--- config.mk ---
export PLATFORM = sky130hd
export DESIGN_NAME = jps_cell
export DESIGN_NICKNAME = d
export VERILOG_FILES = /design/src/rtl/core/job_priority_sorter_top_assert.svh /design/src/rtl/core/jps_pkg.sv /design/src/rtl/core/jps_cell.sv
export SDC_FILE = /design/constraint.sdc
export NUM_CORES = 1
export LEC_CHECK = 0
export BUFFER_PORTS_ARGS = -buffer_cell sky130_fd_sc_hd__clkbuf_2
export CAP_MARGIN = 20
export CORE_ASPECT_RATIO = 0.8
export CORE_MARGIN = 3
export CORE_UTILIZATION = 25
export DETAILED_ROUTE_END_ITERATION = 8
export HOLD_SLACK_MARGIN = 0.1
export PLACE_DENSITY = 0.59
export SLEW_MARGIN = 10
export SYNTH_ARGS = -nofsm -noshare
export SYNTH_HDL_FRONTEND = slang
export SYNTH_SLANG_ARGS = --single-unit
--- constraint.sdc ---
create_clock -name clk -period 6.2 [get_ports clk]
set_clock_uncertainty 0.15 [all_clocks]
set_input_delay 0.62 -clock clk [delete_from_list [all_inputs] [get_ports clk]]
set_output_delay 0.62 -clock clk [all_outputs]
set_load 0.01 [all_outputs]
--- src/rtl/core/job_priority_sorter_top_assert.svh ---
// ----------------------------------------------------------------------------
// Job priority sorter assertion macros
// Shorthand for the concurrent checks used inside the sorter top level.
// ----------------------------------------------------------------------------
`ifndef JOB_PRIORITY_SORTER_TOP_ASSERT_SVH
`define JOB_PRIORITY_SORTER_TOP_ASSERT_SVH

// Same-cycle implication, sampled on clk, masked during reset
`define JPS_ASSERT_NOW(label, ante, cons, msg) \
  label: assert property (@(posedge clk) disable iff (rst) (ante) |-> (cons)) \
    else $error(msg);

// Next-cycle implication, sampled on clk, masked during reset
`define JPS_ASSERT_NEXT(label, ante, cons, msg) \
  label: assert property (@(posedge clk) disable iff (rst) (ante) |=> (cons)) \
    else $error(msg);

`endif

--- src/rtl/core/jps_pkg.sv ---
// ----------------------------------------------------------------------------
// Job priority sorter package
// Shared types, constants and the sort key used by the insertion chain.
// ----------------------------------------------------------------------------
package jps_pkg;

  localparam int JPS_MAX_JOBS = 32;

  typedef struct packed {
    logic        ready;
    logic [7:0]  pri;
    logic [31:0] stamp;
    logic [15:0] tag;
  } jps_rec_t;

  typedef struct packed {
    logic insert;
    logic drain;
  } jps_ctl_t;

  typedef enum logic {
    ST_LOAD,
    ST_DRAIN
  } jps_state_t;

  // Larger key stands earlier: ready, then higher priority, then earlier stamp
  function automatic logic [40:0] sort_key(input jps_rec_t r);
    sort_key = {r.ready, r.pri, ~r.stamp};
  endfunction

endpackage

--- src/rtl/core/jps_cell.sv ---
// ----------------------------------------------------------------------------
// Job priority sorter cell
// One slot of the insertion chain: holds a record, yields to a new record that
// sorts strictly ahead of it, passes its record down on insert, up on drain.
// ----------------------------------------------------------------------------
module jps_cell
  import jps_pkg::*;
(
  input  logic     clk,
  input  logic     rst,
  input  jps_ctl_t ctl,
  input  jps_rec_t new_rec,
  input  logic     left_valid,
  input  jps_rec_t left_rec,
  input  logic     left_take,
  input  logic     right_valid,
  input  jps_rec_t right_rec,
  output logic     valid,
  output jps_rec_t rec,
  output logic     take
);

  logic ahead;

  // Strict compare keeps full ties in arrival order
  assign ahead = sort_key(new_rec) > sort_key(rec);
  assign take  = !valid || ahead;

  always_ff @(posedge clk) begin
    if (rst) begin
      valid <= 1'b0;
    end else if (ctl.drain) begin
      valid <= right_valid;
    end else if (ctl.insert && take) begin
      valid <= left_take ? left_valid : 1'b1;
    end
  end

  always_ff @(posedge clk) begin
    if (ctl.drain) begin
      rec <= right_rec;
    end else if (ctl.insert && take) begin
      rec <= left_take ? left_rec : new_rec;
    end
  end

endmodule

==> impl_metrics.py <==
metrics = {
    "status": {
        "outcome": "complete, no violations",
    },
    "grt": {
        "overflow": 0,
        "grt_pass1_vias": 3752,
        "grt.total_usage": 0.1308,
        "grt_max_degree": 90,
        "grt_pass1_wl_mm": 18.47,
        "antenna_found_initial": 0,
    },
    "timing": {
        "slew_viol_final": 0,
        "rsz0062_at_grt": "false",
        "worstMarginPinSlew_ps": 997.2,
        "whs_ps": 411.4,
        "period_needed_ps": 3497,
        "hold_violations": 0,
        "max_freq_mhz": 286.0,
        "slew_headroom": 0.3352,
        "fin_setup_tns_ps": 0,
        "fin_crit_sh": 0.5640,
        "finalSetupViolCount": 0,
        "setup_slack_ps": 2703,
    },
    "synth": {
        "ys_types": 32,
        "synthesis.nets": 630,
        "syn_avg_cell_area_um2": 9.757,
        "synthCells": 411,
        "synth-seq-cells": 58,
        "yosys_warnings": 0,
        "yosysSeqAreaShare": 0.4318,
        "syn_area_um2": 4010,
    },
    "clock_tree": {
        "ctsResizeCount": 0,
        "clkTransAtPathRegs_ps": 50,
        "cts_tree": "built",
        "cts_hold_buf": 0,
        "ctsHtreeMaxLevel": 3,
        "cts_buffer_depth": 2,
        "clock_sinks": 58,
        "clk_latency_ps": 320,
        "root_buffer": "clkbuf_16",
        "cts_setup_buffers": 0,
        "cts_buffers": 9,
    },
    "power_and_ir_drop": {
        "p_sw_frac": 0.2736,
        "p_clk_frac": 0.383,
        "switching_power_uw": 369.5,
        "internal_power_uw": 980.9,
        "p_seq_frac": 0.379,
        "p_leak_nw": 2.958,
        "finalPower_mw": 1.350,
        "p_comb_frac": 0.237,
        "powerDensity_nw_per_um2": 236.0,
        "vdd_drop_max_v": 0.0001132,
    },
    "place": {
        "io_buffers": 236,
        "dp_cells": 840,
        "place.gp.congestion": 0.7621,
        "postPlaceCellArea_um2": 5413,
        "dp_hpwl_mm": 9.635,
        "dp_worst_setup_slack_ps": 2316,
    },
    "critical_path": {
        "crit_path_max_fanout": 4,
        "worstSetupStartpointType": "primary input",
        "crit_type": "in2out",
        "cp.required_ps": 5430,
        "cp-end-kind": "primary output",
        "cp_data_arrival_time_ps": 2730,
    },
    "floorplan": {
        "core_area_um2": 15360,
        "initial_utilization": 0.2610,
        "die-height_um": 119.3,
        "row_count": 40,
        "die_x_um": 147.6,
        "fp.dieArea_um2": 17610,
        "pin_count": 237,
    },
    "layout": {
        "n_antenna_cell": 0,
        "finish.instance_area_um2": 5722,
        "nets": 860,
        "postLayoutCoreUtil": 0.3724,
        "area_delta_synth_final_pct": 42.68,
        "instances_no_fill": 856,
        "nFillCells": 1590,
        "regArea_um2": 1732,
        "drive_gt1_frac": 0.4025,
        "multi_input_area_um2": 2047,
    },
    "route": {
        "routed_wl_mm": 11.71,
        "drtAntennaViolNets": 0,
        "drt-pass1-iter-count": 4,
        "via_per_inst": 4.204,
        "drc_errors": 0,
        "wl_per_cell_um": 13.68,
        "num_vias": 3599,
        "drt_iter0_drc": 113,
    },
    "worst_hold_path": {
        "hold_path.class": "in2reg",
    },
    "flow_run": {
        "maxCapViolCount": 0,
    },
}
kinds of logic after synthesis:
kind of cell / after synthesis / synth area share
AOI/OAI and AO/OA: 95 / 0.1273
DFF: 58 / 0.4318
and+or+nand+nor: 97 / 0.1101
adders and majority gates: 41 / 0.1279
buffers and inverters: 63 / 0.06053
muxes: 57 / 0.1423
synthesized netlist by cell type:
| cell | instances | area (um^2) |
|---|---|---|
| a211o_1 | 1 | 8.760 |
| a211oi_1 | 4 | 30.03 |
| a21boi_0 | 1 | 7.510 |
| a21oi_1 | 19 | 95.09 |
| a221oi_1 | 1 | 8.760 |
| buf_1 | 1 | 3.750 |
| buf_2 | 4 | 20.02 |
| clkbuf_1 | 15 | 56.30 |
| clkinv_2 | 1 | 5.000 |
| dfxtp_1 | 1 | 20.02 |
| edfxtp_1 | 57 | 1712 |
| ha_1 | 41 | 513.0 |
| inv_1 | 42 | 157.7 |
| mux2i_1 | 57 | 570.6 |
| nand2_1 | 71 | 266.5 |
| nand2b_1 | 1 | 6.260 |
| nand3_1 | 4 | 20.02 |
| nand4_1 | 4 | 25.02 |
| nand4_2 | 2 | 25.02 |
| nand4_4 | 1 | 21.27 |
| nor2_1 | 9 | 33.78 |
| nor3_1 | 1 | 5.000 |
| nor4_1 | 1 | 6.260 |
| nor4_2 | 1 | 12.51 |
| o211ai_1 | 2 | 15.01 |
| o21a_1 | 1 | 7.510 |
| o21ai_0 | 63 | 315.3 |
| o21ai_1 | 1 | 5.000 |
| o311ai_0 | 1 | 8.760 |
| o31a_1 | 1 | 8.760 |
| or3b_2 | 1 | 8.760 |
| or4_4 | 1 | 11.26 |
cell type report:
class,instances,area share
well taps,210,0.04592
clock buffers,9,0.03936
multi-input cells,290,0.3578
flip-flops and latches,58,0.3026
repair buffers,239,0.2112
clock inverters,7,0.01465
inverters,43,0.02843
registers in the layout, indices dropped and copies added, names as in the netlist:
name / count
valid: 1
rec: 57
routing by layer:
| metal | vias to the layer above | GRT usage | wire length, um |
|---|---|---|---|
| met5 | - | 0 | 0 |
| met2 | 136 | 0.2157 | 5240 |
| met4 | 0 | 0.03027 | 123 |
| met1 | 1522 | 0.1643 | 5306 |
| met3 | 9 | 0.04679 | 1040 |
| li1 | 1932 | - | - |
path summary, 6_finish.rpt:
check,startpoint,to,slack (ps),cells past startpoint
max,new_rec[55],take,2700,9
min,rst,valid,410,3
max reg2reg,rec[38],rec[41],2780,8
min reg2reg,valid,valid,680,5
worst max-delay path, stage by stage:
cell      delay (ps)
clkbuf_2          90
ha_1             320
nand4_2          160
nor4_2           540
nand3_1          170
or4_4            530
clkinv_2          60
o21ai_0           60
clkbuf_2         170
power by group through the flow:
stage          Combinational [mW]  Clock (mW)  Sequential [mW]
4_1_cts                     0.328       0.535            0.513
5_1_grt                     0.368       0.553            0.518
3_3_place_gp                0.325           0            0.519
3_5_place_dp                0.326           0            0.520
2_1_floorplan               0.149           0            0.544
6_report                    0.321       0.518            0.512
cells in the final DEF (no fill, tap or decap):
cell type	count
clkinv_2	2
nand4_2	2
or3b_2	1
a21boi_0	1
mux2i_1	57
nor2_1	9
buf_4	5
nor3_1	1
o311ai_0	1
nand2b_1	1
nand4_1	4
or4_4	1
o211ai_1	2
nand2_1	71
clkbuf_2	234
bufinv_16	2
a211oi_1	4
edfxtp_1	57
o21a_1	1
inv_1	42
a221oi_1	1
nor4_2	1
clkbuf_16	9
clkinv_1	3
a21oi_1	19
o21ai_0	63
ha_1	41
o31a_1	1
nor4_1	1
nand3_1	4
dfxtp_1	1
clkinvlp_4	1
a211o_1	1
o21ai_4	1
nand4_4	1
(Power assumes the default switching activity.)
