$ cat src/rtl/core/job_priority_sorter_top_assert.svh
// ----------------------------------------------------------------------------
// Job priority sorter assertion macros
// Shorthand for the concurrent checks used inside the sorter top level.
// ----------------------------------------------------------------------------
`ifndef JOB_PRIORITY_SORTER_TOP_ASSERT_SVH
`define JOB_PRIORITY_SORTER_TOP_ASSERT_SVH

// Same-cycle implication, sampled on clk, masked during reset
`define JPS_ASSERT_NOW(label, ante, cons, msg) \
  label: assert property (@(posedge clk) disable iff (rst) (ante) |-> (cons)) \
    else $error(msg);

// Next-cycle implication, sampled on clk, masked during reset
`define JPS_ASSERT_NEXT(label, ante, cons, msg) \
  label: assert property (@(posedge clk) disable iff (rst) (ante) |=> (cons)) \
    else $error(msg);

`endif

$ cat src/rtl/core/jps_pkg.sv
// ----------------------------------------------------------------------------
// Job priority sorter package
// Shared types, constants and the sort key used by the insertion chain.
// ----------------------------------------------------------------------------
package jps_pkg;

  localparam int JPS_MAX_JOBS = 32;

  typedef struct packed {
    logic        ready;
    logic [7:0]  pri;
    logic [31:0] stamp;
    logic [15:0] tag;
  } jps_rec_t;

  typedef struct packed {
    logic insert;
    logic drain;
  } jps_ctl_t;

  typedef enum logic {
    ST_LOAD,
    ST_DRAIN
  } jps_state_t;

  // Larger key stands earlier: ready, then higher priority, then earlier stamp
  function automatic logic [40:0] sort_key(input jps_rec_t r);
    sort_key = {r.ready, r.pri, ~r.stamp};
  endfunction

endpackage

$ cat src/rtl/core/jps_ctrl.sv
// ----------------------------------------------------------------------------
// Job priority sorter control
// Load/drain sequencer, handshake control and the per-list overflow flag.
// ----------------------------------------------------------------------------
module jps_ctrl
  import jps_pkg::*;
(
  input  logic     clk,
  input  logic     rst,
  input  logic     in_valid,
  input  logic     last_record,
  input  logic     full,
  input  logic     res_ready,
  input  logic     last_pos,
  output logic     in_ready,
  output logic     res_valid,
  output jps_ctl_t ctl,
  output logic     overflowed
);

  jps_state_t state;
  jps_state_t state_next;
  logic       in_acc;
  logic       out_acc;

  assign in_acc  = in_valid && in_ready;
  assign out_acc = res_valid && res_ready;

  always_comb begin
    state_next = state;
    case (state)
      ST_LOAD: begin
        if (in_acc && last_record) begin
          state_next = ST_DRAIN;
        end
      end
      ST_DRAIN: begin
        if (out_acc && last_pos) begin
          state_next = ST_LOAD;
        end
      end
      default: state_next = ST_LOAD;
    endcase
  end

  always_comb begin
    in_ready   = 1'b0;
    res_valid  = 1'b0;
    ctl.insert = 1'b0;
    ctl.drain  = 1'b0;
    case (state)
      ST_LOAD: begin
        in_ready   = 1'b1;
        ctl.insert = in_valid && !full;
      end
      ST_DRAIN: begin
        res_valid = 1'b1;
        ctl.drain = res_ready;
      end
      default: begin
        in_ready = 1'b0;
      end
    endcase
  end

  always_ff @(posedge clk) begin
    if (rst) begin
      state <= ST_LOAD;
    end else begin
      state <= state_next;
    end
  end

  // Set on a dropped record, drop again once the run has gone out
  always_ff @(posedge clk) begin
    if (rst) begin
      overflowed <= 1'b0;
    end else if (in_acc && full) begin
      overflowed <= 1'b1;
    end else if (out_acc && last_pos) begin
      overflowed <= 1'b0;
    end
  end

endmodule

$ cat config.mk
export PLATFORM = sky130hd
export DESIGN_NAME = jps_ctrl
export DESIGN_NICKNAME = d
export VERILOG_FILES = /design/src/rtl/core/job_priority_sorter_top_assert.svh /design/src/rtl/core/jps_pkg.sv /design/src/rtl/core/jps_ctrl.sv
export SDC_FILE = /design/constraint.sdc
export NUM_CORES = 1
export LEC_CHECK = 0
export ABC_AREA = 0
export BUFFER_PORTS_ARGS = -buffer_cell sky130_fd_sc_hd__buf_2
export CORE_AREA = 2 2 39 41
export CTS_CLUSTER_DIAMETER = 80
export DETAILED_ROUTE_END_ITERATION = 8
export DIE_AREA = 0 0 41 43
export HOLD_SLACK_MARGIN = 0.12
export PLACE_DENSITY = 0.3
export SYNTH_ARGS = -nofsm -noshare
export SYNTH_HDL_FRONTEND = slang
export SYNTH_SLANG_ARGS = --single-unit
$ cat constraint.sdc
create_clock -name clk -period 0.9 [get_ports clk]
set_clock_uncertainty 0.1 [all_clocks]
set_input_delay 0.045 -clock clk [delete_from_list [all_inputs] [get_ports clk]]
set_output_delay 0.045 -clock clk [all_outputs]
set_load 0.005 [all_outputs]
==> results of run 1 <==
==> what timing repair did <==
action                     4_1_cts  5_1_grt
hold endpoints to repair         2        1
resized for setup                6        1
setup buffers                    1        0
pin swaps                        2        2
setup endpoints to repair        5        6
==> power breakdown <==
group	total [W]	internal, W	switching (W)	leakage [nW]
registers	0.000102	0.0000955	0.00000662	0.0172
logic	0.0000879	0.0000570	0.0000308	0.106
clock network	0.000193	0.000147	0.0000466	0.0138
==> logic make-up (layout without fill, tap and decap cells) <==
| group | after synthesis | count (layout) | synth area share |
|---|---|---|---|
| AND/OR/NAND/NOR | 5 | 5 | 0.313 |
| flip-flops | 2 | 2 | 0.333 |
| AO/OA/AOI/OAI | 3 | 3 | 0.229 |
| buffers and inverters | 3 | 21 | 0.125 |
==> routing by layer <==
metal	global-route usage	routed length, um	part of all wire
met1	0.0732	247	0.59
met2	0.0719	115	0.27
met3	0.0628	56	0.13
met4	0	0	0
met5	0	0	0
==> state kept, by name, indices dropped and copies added, names as in the netlist <==
signal and flops:
state 1, overflowed 1
==> stage by stage <==
step                instances  utilization  setup WS [ps]
floorplan                  13            -           45.9
global placement           40        0.142          -44.3
detailed placement         40        0.142          -45.3
CTS                        48        0.213           -163
global route               47        0.210           -190
finish                     47        0.210           -156
==> placed cells by master (no fill, tap or decap) <==
cell type,instances
a21oi_2,1
a21bo_1,1
buf_6,2
a31o_1,1
nor3b_2,1
nor4bb_4,1
clkbuf_4,3
dlygate4sd3_1,3
nand3b_1,1
nand3_1,1
inv_1,2
dfxtp_4,1
buf_4,1
and2_4,1
dfxtp_1,1
buf_2,10
==> layout make-up <==
class	instances	share of cell area
clock buffers	3	0.0776
inverters	2	0.0259
multi-input cells	8	0.297
flip-flops and latches	2	0.151
well taps	16	0.0690
repair buffers	16	0.379
==> worst paths after layout <==
path,end,depth (start not counted)
worst max-delay path,ctl[0],3
worst max register to register,overflowed,3
worst min-delay path,state,3
worst min register to register,overflowed,1
==> worst max-delay path, delay by kind of cell (launching register included) <==
| kind | cells | cell delay, ps |
|---|---|---|
| AND/OR/NAND/NOR | 1 | 120 |
| buffers and inverters | 2 | 210 |
| flip-flops | 1 | 350 |
==> run metrics, run 1 <==
hold-fix buffer count after cts=4; HP Class=input pin to flop; worst stage delay on the critical path=350 ps; syn_nets=20; ratio of final minimum period to clock period=1.17; initial core utilization=0.0868; Layout Cell Area excl Fill=290 um2; Post-DRT Antenna Nets=0; HP Start=last_pos; P per Cell Area=between 1000 and 1500 mW/mm2; Die Span Y=43 um; Root Buffer=clkbuf_4; Tot Pwr=0.000383 W; area of the multi-input gates=86.3 um2; layout cells sized above 1=0.677; Min Clock Period, post-route=between 1000 and 1500 ps; CTS buffer count=3; CP endpoint kind=output port; Slew Viols, Final=0; syn avg cell area=9.24 um2; number of fill cells in the layout=155; top post-synthesis cells by count=dfxtp_1, inv_1; Area contributors post-synth=dfxtp_1, a21bo_1, nor4bb_1; number of global-route vias before repair=166; initial DRC count=1; Synth async-reset ratio=0; area grow syn2layout=142%; first-pass GRT wire length=about 650 um; Slew headroom=0.869; H-tree depth=1; top-area cell type share of the netlist area=0.333; DRT Wirelength=roughly 420 um; Post-synth EDFFs=0; mapped cell area=roughly 120 um2; R2R setup slack=-130 ps; ANT cells=0; Via density=~3.1; GPL Wtd Cong=0.497; routed len/inst=8.94 um; f_max=947 MHz; Most Frequent Cell on Critical Path=buf_6; Worst-Margin Slew=slightly below 200 ps; largest net degree at the start of global routing=7; CTS sink cnt=2; register area=43.8 um2; gr ovfl total=0; # DRC=0; worst setup path startpoint=state; initial antenna violation count=0; # setup viols final=5; max-cap check violation count=0; Slowest cell on crit path=dfxtp_4; register bit total from synthesis=2; status=complete, but fails checks; yosys warns=0; Peak VDD IR=between 600 and 700 uV; DRT Pass-1 Iters=2; P_leak=0.137 nW; critical path data required time=around 750 ps; Final Net Count=40; Total GRT Usage=0.0581; die area=0.00176 mm2; Synth Instances=13; final hold vios=0; Clock Latency Late Sink=220 ps; Synth cell types=11; Max FO, Critical Path=6; final worst setup slack=-156 ps; DP Area=196 um2; Cell Rows=14; Setup TNS=-478 ps; Startpoint Class=flop; CP cell instances=buf_6 > and2_4 > buf_6; largest area contributor in the netlist=dfxtp_1; RSZ-0062 raised after global routing=yes; Hold Slack=25.2 ps; Reg-to-Reg Start=state; # port buffers=11; WS Path Type=flop to output port; Synth Flop Type=dfxtp_1; CTS tree=yes; Core Region=around 0.0014 mm2; IO Count=12; Die Wd=a little over 40 um; Clock Tree Buf Depth=2; sequential share of the synthesized area=0.333; WP data arrival=roughly 910 ps; failing checks=setup timing; vias=148; clock slew at reported path FFs=30 ps
Power figures use the tool's default switching activity.
==> run 2: changes to the inputs <==
--- a/config.mk
+++ b/config.mk
@@ -7,11 +7,12 @@
 export LEC_CHECK = 0
 export ABC_AREA = 0
 export BUFFER_PORTS_ARGS = -buffer_cell sky130_fd_sc_hd__buf_2
+export CAP_MARGIN = 20
 export CORE_AREA = 2 2 39 41
 export CTS_CLUSTER_DIAMETER = 80
 export DETAILED_ROUTE_END_ITERATION = 8
 export DIE_AREA = 0 0 41 43
-export HOLD_SLACK_MARGIN = 0.12
+export HOLD_SLACK_MARGIN = 0.03
 export PLACE_DENSITY = 0.3
 export SYNTH_ARGS = -nofsm -noshare
 export SYNTH_HDL_FRONTEND = slang
==> run 2 against run 1 <==
  * Sequential power about the same
  * Die area unchanged
  * The run still ends with setup timing left
  * Clock power about the same
  * Clock-buffer cell count unchanged
  * Non-clock buffer count unchanged
  * Wire length down 0.24%
  * Critical path type unchanged
  * Global-route usage down 0.30 points
==> run metrics, run 2 (synthesis results as in run 1) <==
status=complete, but fails checks; failing checks=setup timing; WS Path Type=flop to output port; worst stage delay on the critical path=350 ps; # port buffers=11; Min Clock Period, post-route=approximately 1100 ps; commonest non-fill, non-tap cell in the layout=buf_2; Slowest cell on crit path=dfxtp_4; HP Start=last_pos; layout cells sized above 1=0.677; first-pass GRT wire length=607 um; largest net degree at the start of global routing=7; f_max=948 MHz; Peak VDD IR=625 uV; R2R cell count=3; Regs by FF count=overflowed x1, state x1; H-tree depth=1; vias=150; WP data arrival=910 ps; Setup TNS=-478 ps; Core Region=between 0.001 and 0.0015 mm2; Slew headroom=0.867; Worst-Margin Slew=199 ps; Clock Latency Late Sink=roughly 220 ps; clock slew at reported path FFs=30 ps; initial core utilization=0.0868; most frequent cells in the layout=buf_2, clkbuf_4, dlygate4sd3_1; Max FO, Critical Path=6; reg2reg end=overflowed; final worst setup slack=-155 ps; P_leak=0.137 nW; initial antenna violation count=0; area grow syn2layout=142%; number of global-route vias before repair=154; GPL Wtd Cong=0.497; DRT Wirelength=419 um; CTS buffer count=3; # DRC=0; max-cap check violation count=0; Die Wd=around 41 um; # setup viols final=5; Cell Rows=14; Root Buffer=clkbuf_4; Most Frequent Cell on Critical Path=buf_6; CP cell instances=buf_6 > and2_4 > buf_6; Placement Setup Slack=-45.3 ps; IO Count=12; Hold Path Cell Cnt=3; die area=0.00176 mm2; R2R setup slack=-130 ps; HP Class=input pin to flop; DRT Pass-1 Iters=2; CP endpoint kind=output port; RSZ-0062 raised after global routing=yes; Via density=3.19; Startpoint Class=flop; CTS sink cnt=2; worst hold path endpoint=state; Die Span Y=~43 um; final hold vios=0; critical path data required time=750 ps; Post-DRT Antenna Nets=0; ANT cells=0; Reg-to-Reg Start=state; Clock Tree Buf Depth=2; Final Net Count=40; Total GRT Usage=0.0551; Slew Viols, Final=0; ratio of final minimum period to clock period=1.17; CTS tree=yes; gr ovfl total=0; initial DRC count=3; P per Cell Area=between 1000 and 1500 mW/mm2; routed len/inst=slightly below 9 um
-- run 2: how the worst max path moves through the flow --
stage | start | endpoint | cells after the start
floorplan | state | overflowed | 2
CTS | state | ctl[1] | 2
global placement | state | overflowed | 2
finish | state | ctl[0] | 3
global route | state | overflowed | 3
detailed placement | state | overflowed | 2
-- run 2: per-layer routing --
layer  vias to the layer above  wire (um)  GRT usage
met5                         -          0          0
met3                         0         56     0.0628
met1                        55        246     0.0732
li1                         83          -          -
met4                         0          0          0
met2                        12        115     0.0625
-- run 2: stage by stage --
| stage | total power (W) | area (um2) | cells | hold slack [ps] | utilization |
|---|---|---|---|---|---|
| after floorplan | 0.000127 | 121 | 13 | 0.0837 | - |
| after global placement | 0.000162 | 196 | 40 | 141 | 0.142 |
| after detailed placement | 0.000162 | 196 | 40 | 143 | 0.142 |
| after CTS | 0.000392 | 285 | 47 | 18.9 | 0.206 |
| after global routing | 0.000411 | 290 | 47 | 50.2 | 0.210 |
| final | 0.000383 | 290 | 47 | 32.3 | 0.210 |
-- run 2: area by class of cell --
type | count | area [um2]
Clock buffer | 3 | 22.5
Fill cell | 155 | 1090
Inverter | 2 | 7.51
Multi-Input combinational cell | 8 | 86.3
Sequential cell | 2 | 43.8
Tap cell | 16 | 20.0
Timing Repair Buffer | 16 | 110
-- run 2: worst max-delay path: cells and delay by family (launching register included) --
kind	cells	cell delay, ps
buffers and inverters	2	210
DFF	1	350
and+or+nand+nor	1	120
-- run 2: repair_timing --
item | 4_1_cts | 5_1_grt
endpoints found under the hold margin | 1 | 0
resized for setup | 6 | 1
pin swaps | 2 | 1
hold buffers | 3 | 0
endpoints found under the setup margin | 5 | 6
buffers inserted | 1 | 0
-- run 2: where the power goes --
group	leakage (nW)	internal, W	switching (W)
clock	0.0138	0.000147	0.0000466
combinational	0.106	0.0000570	0.0000308
sequential	0.0172	0.0000955	0.00000654
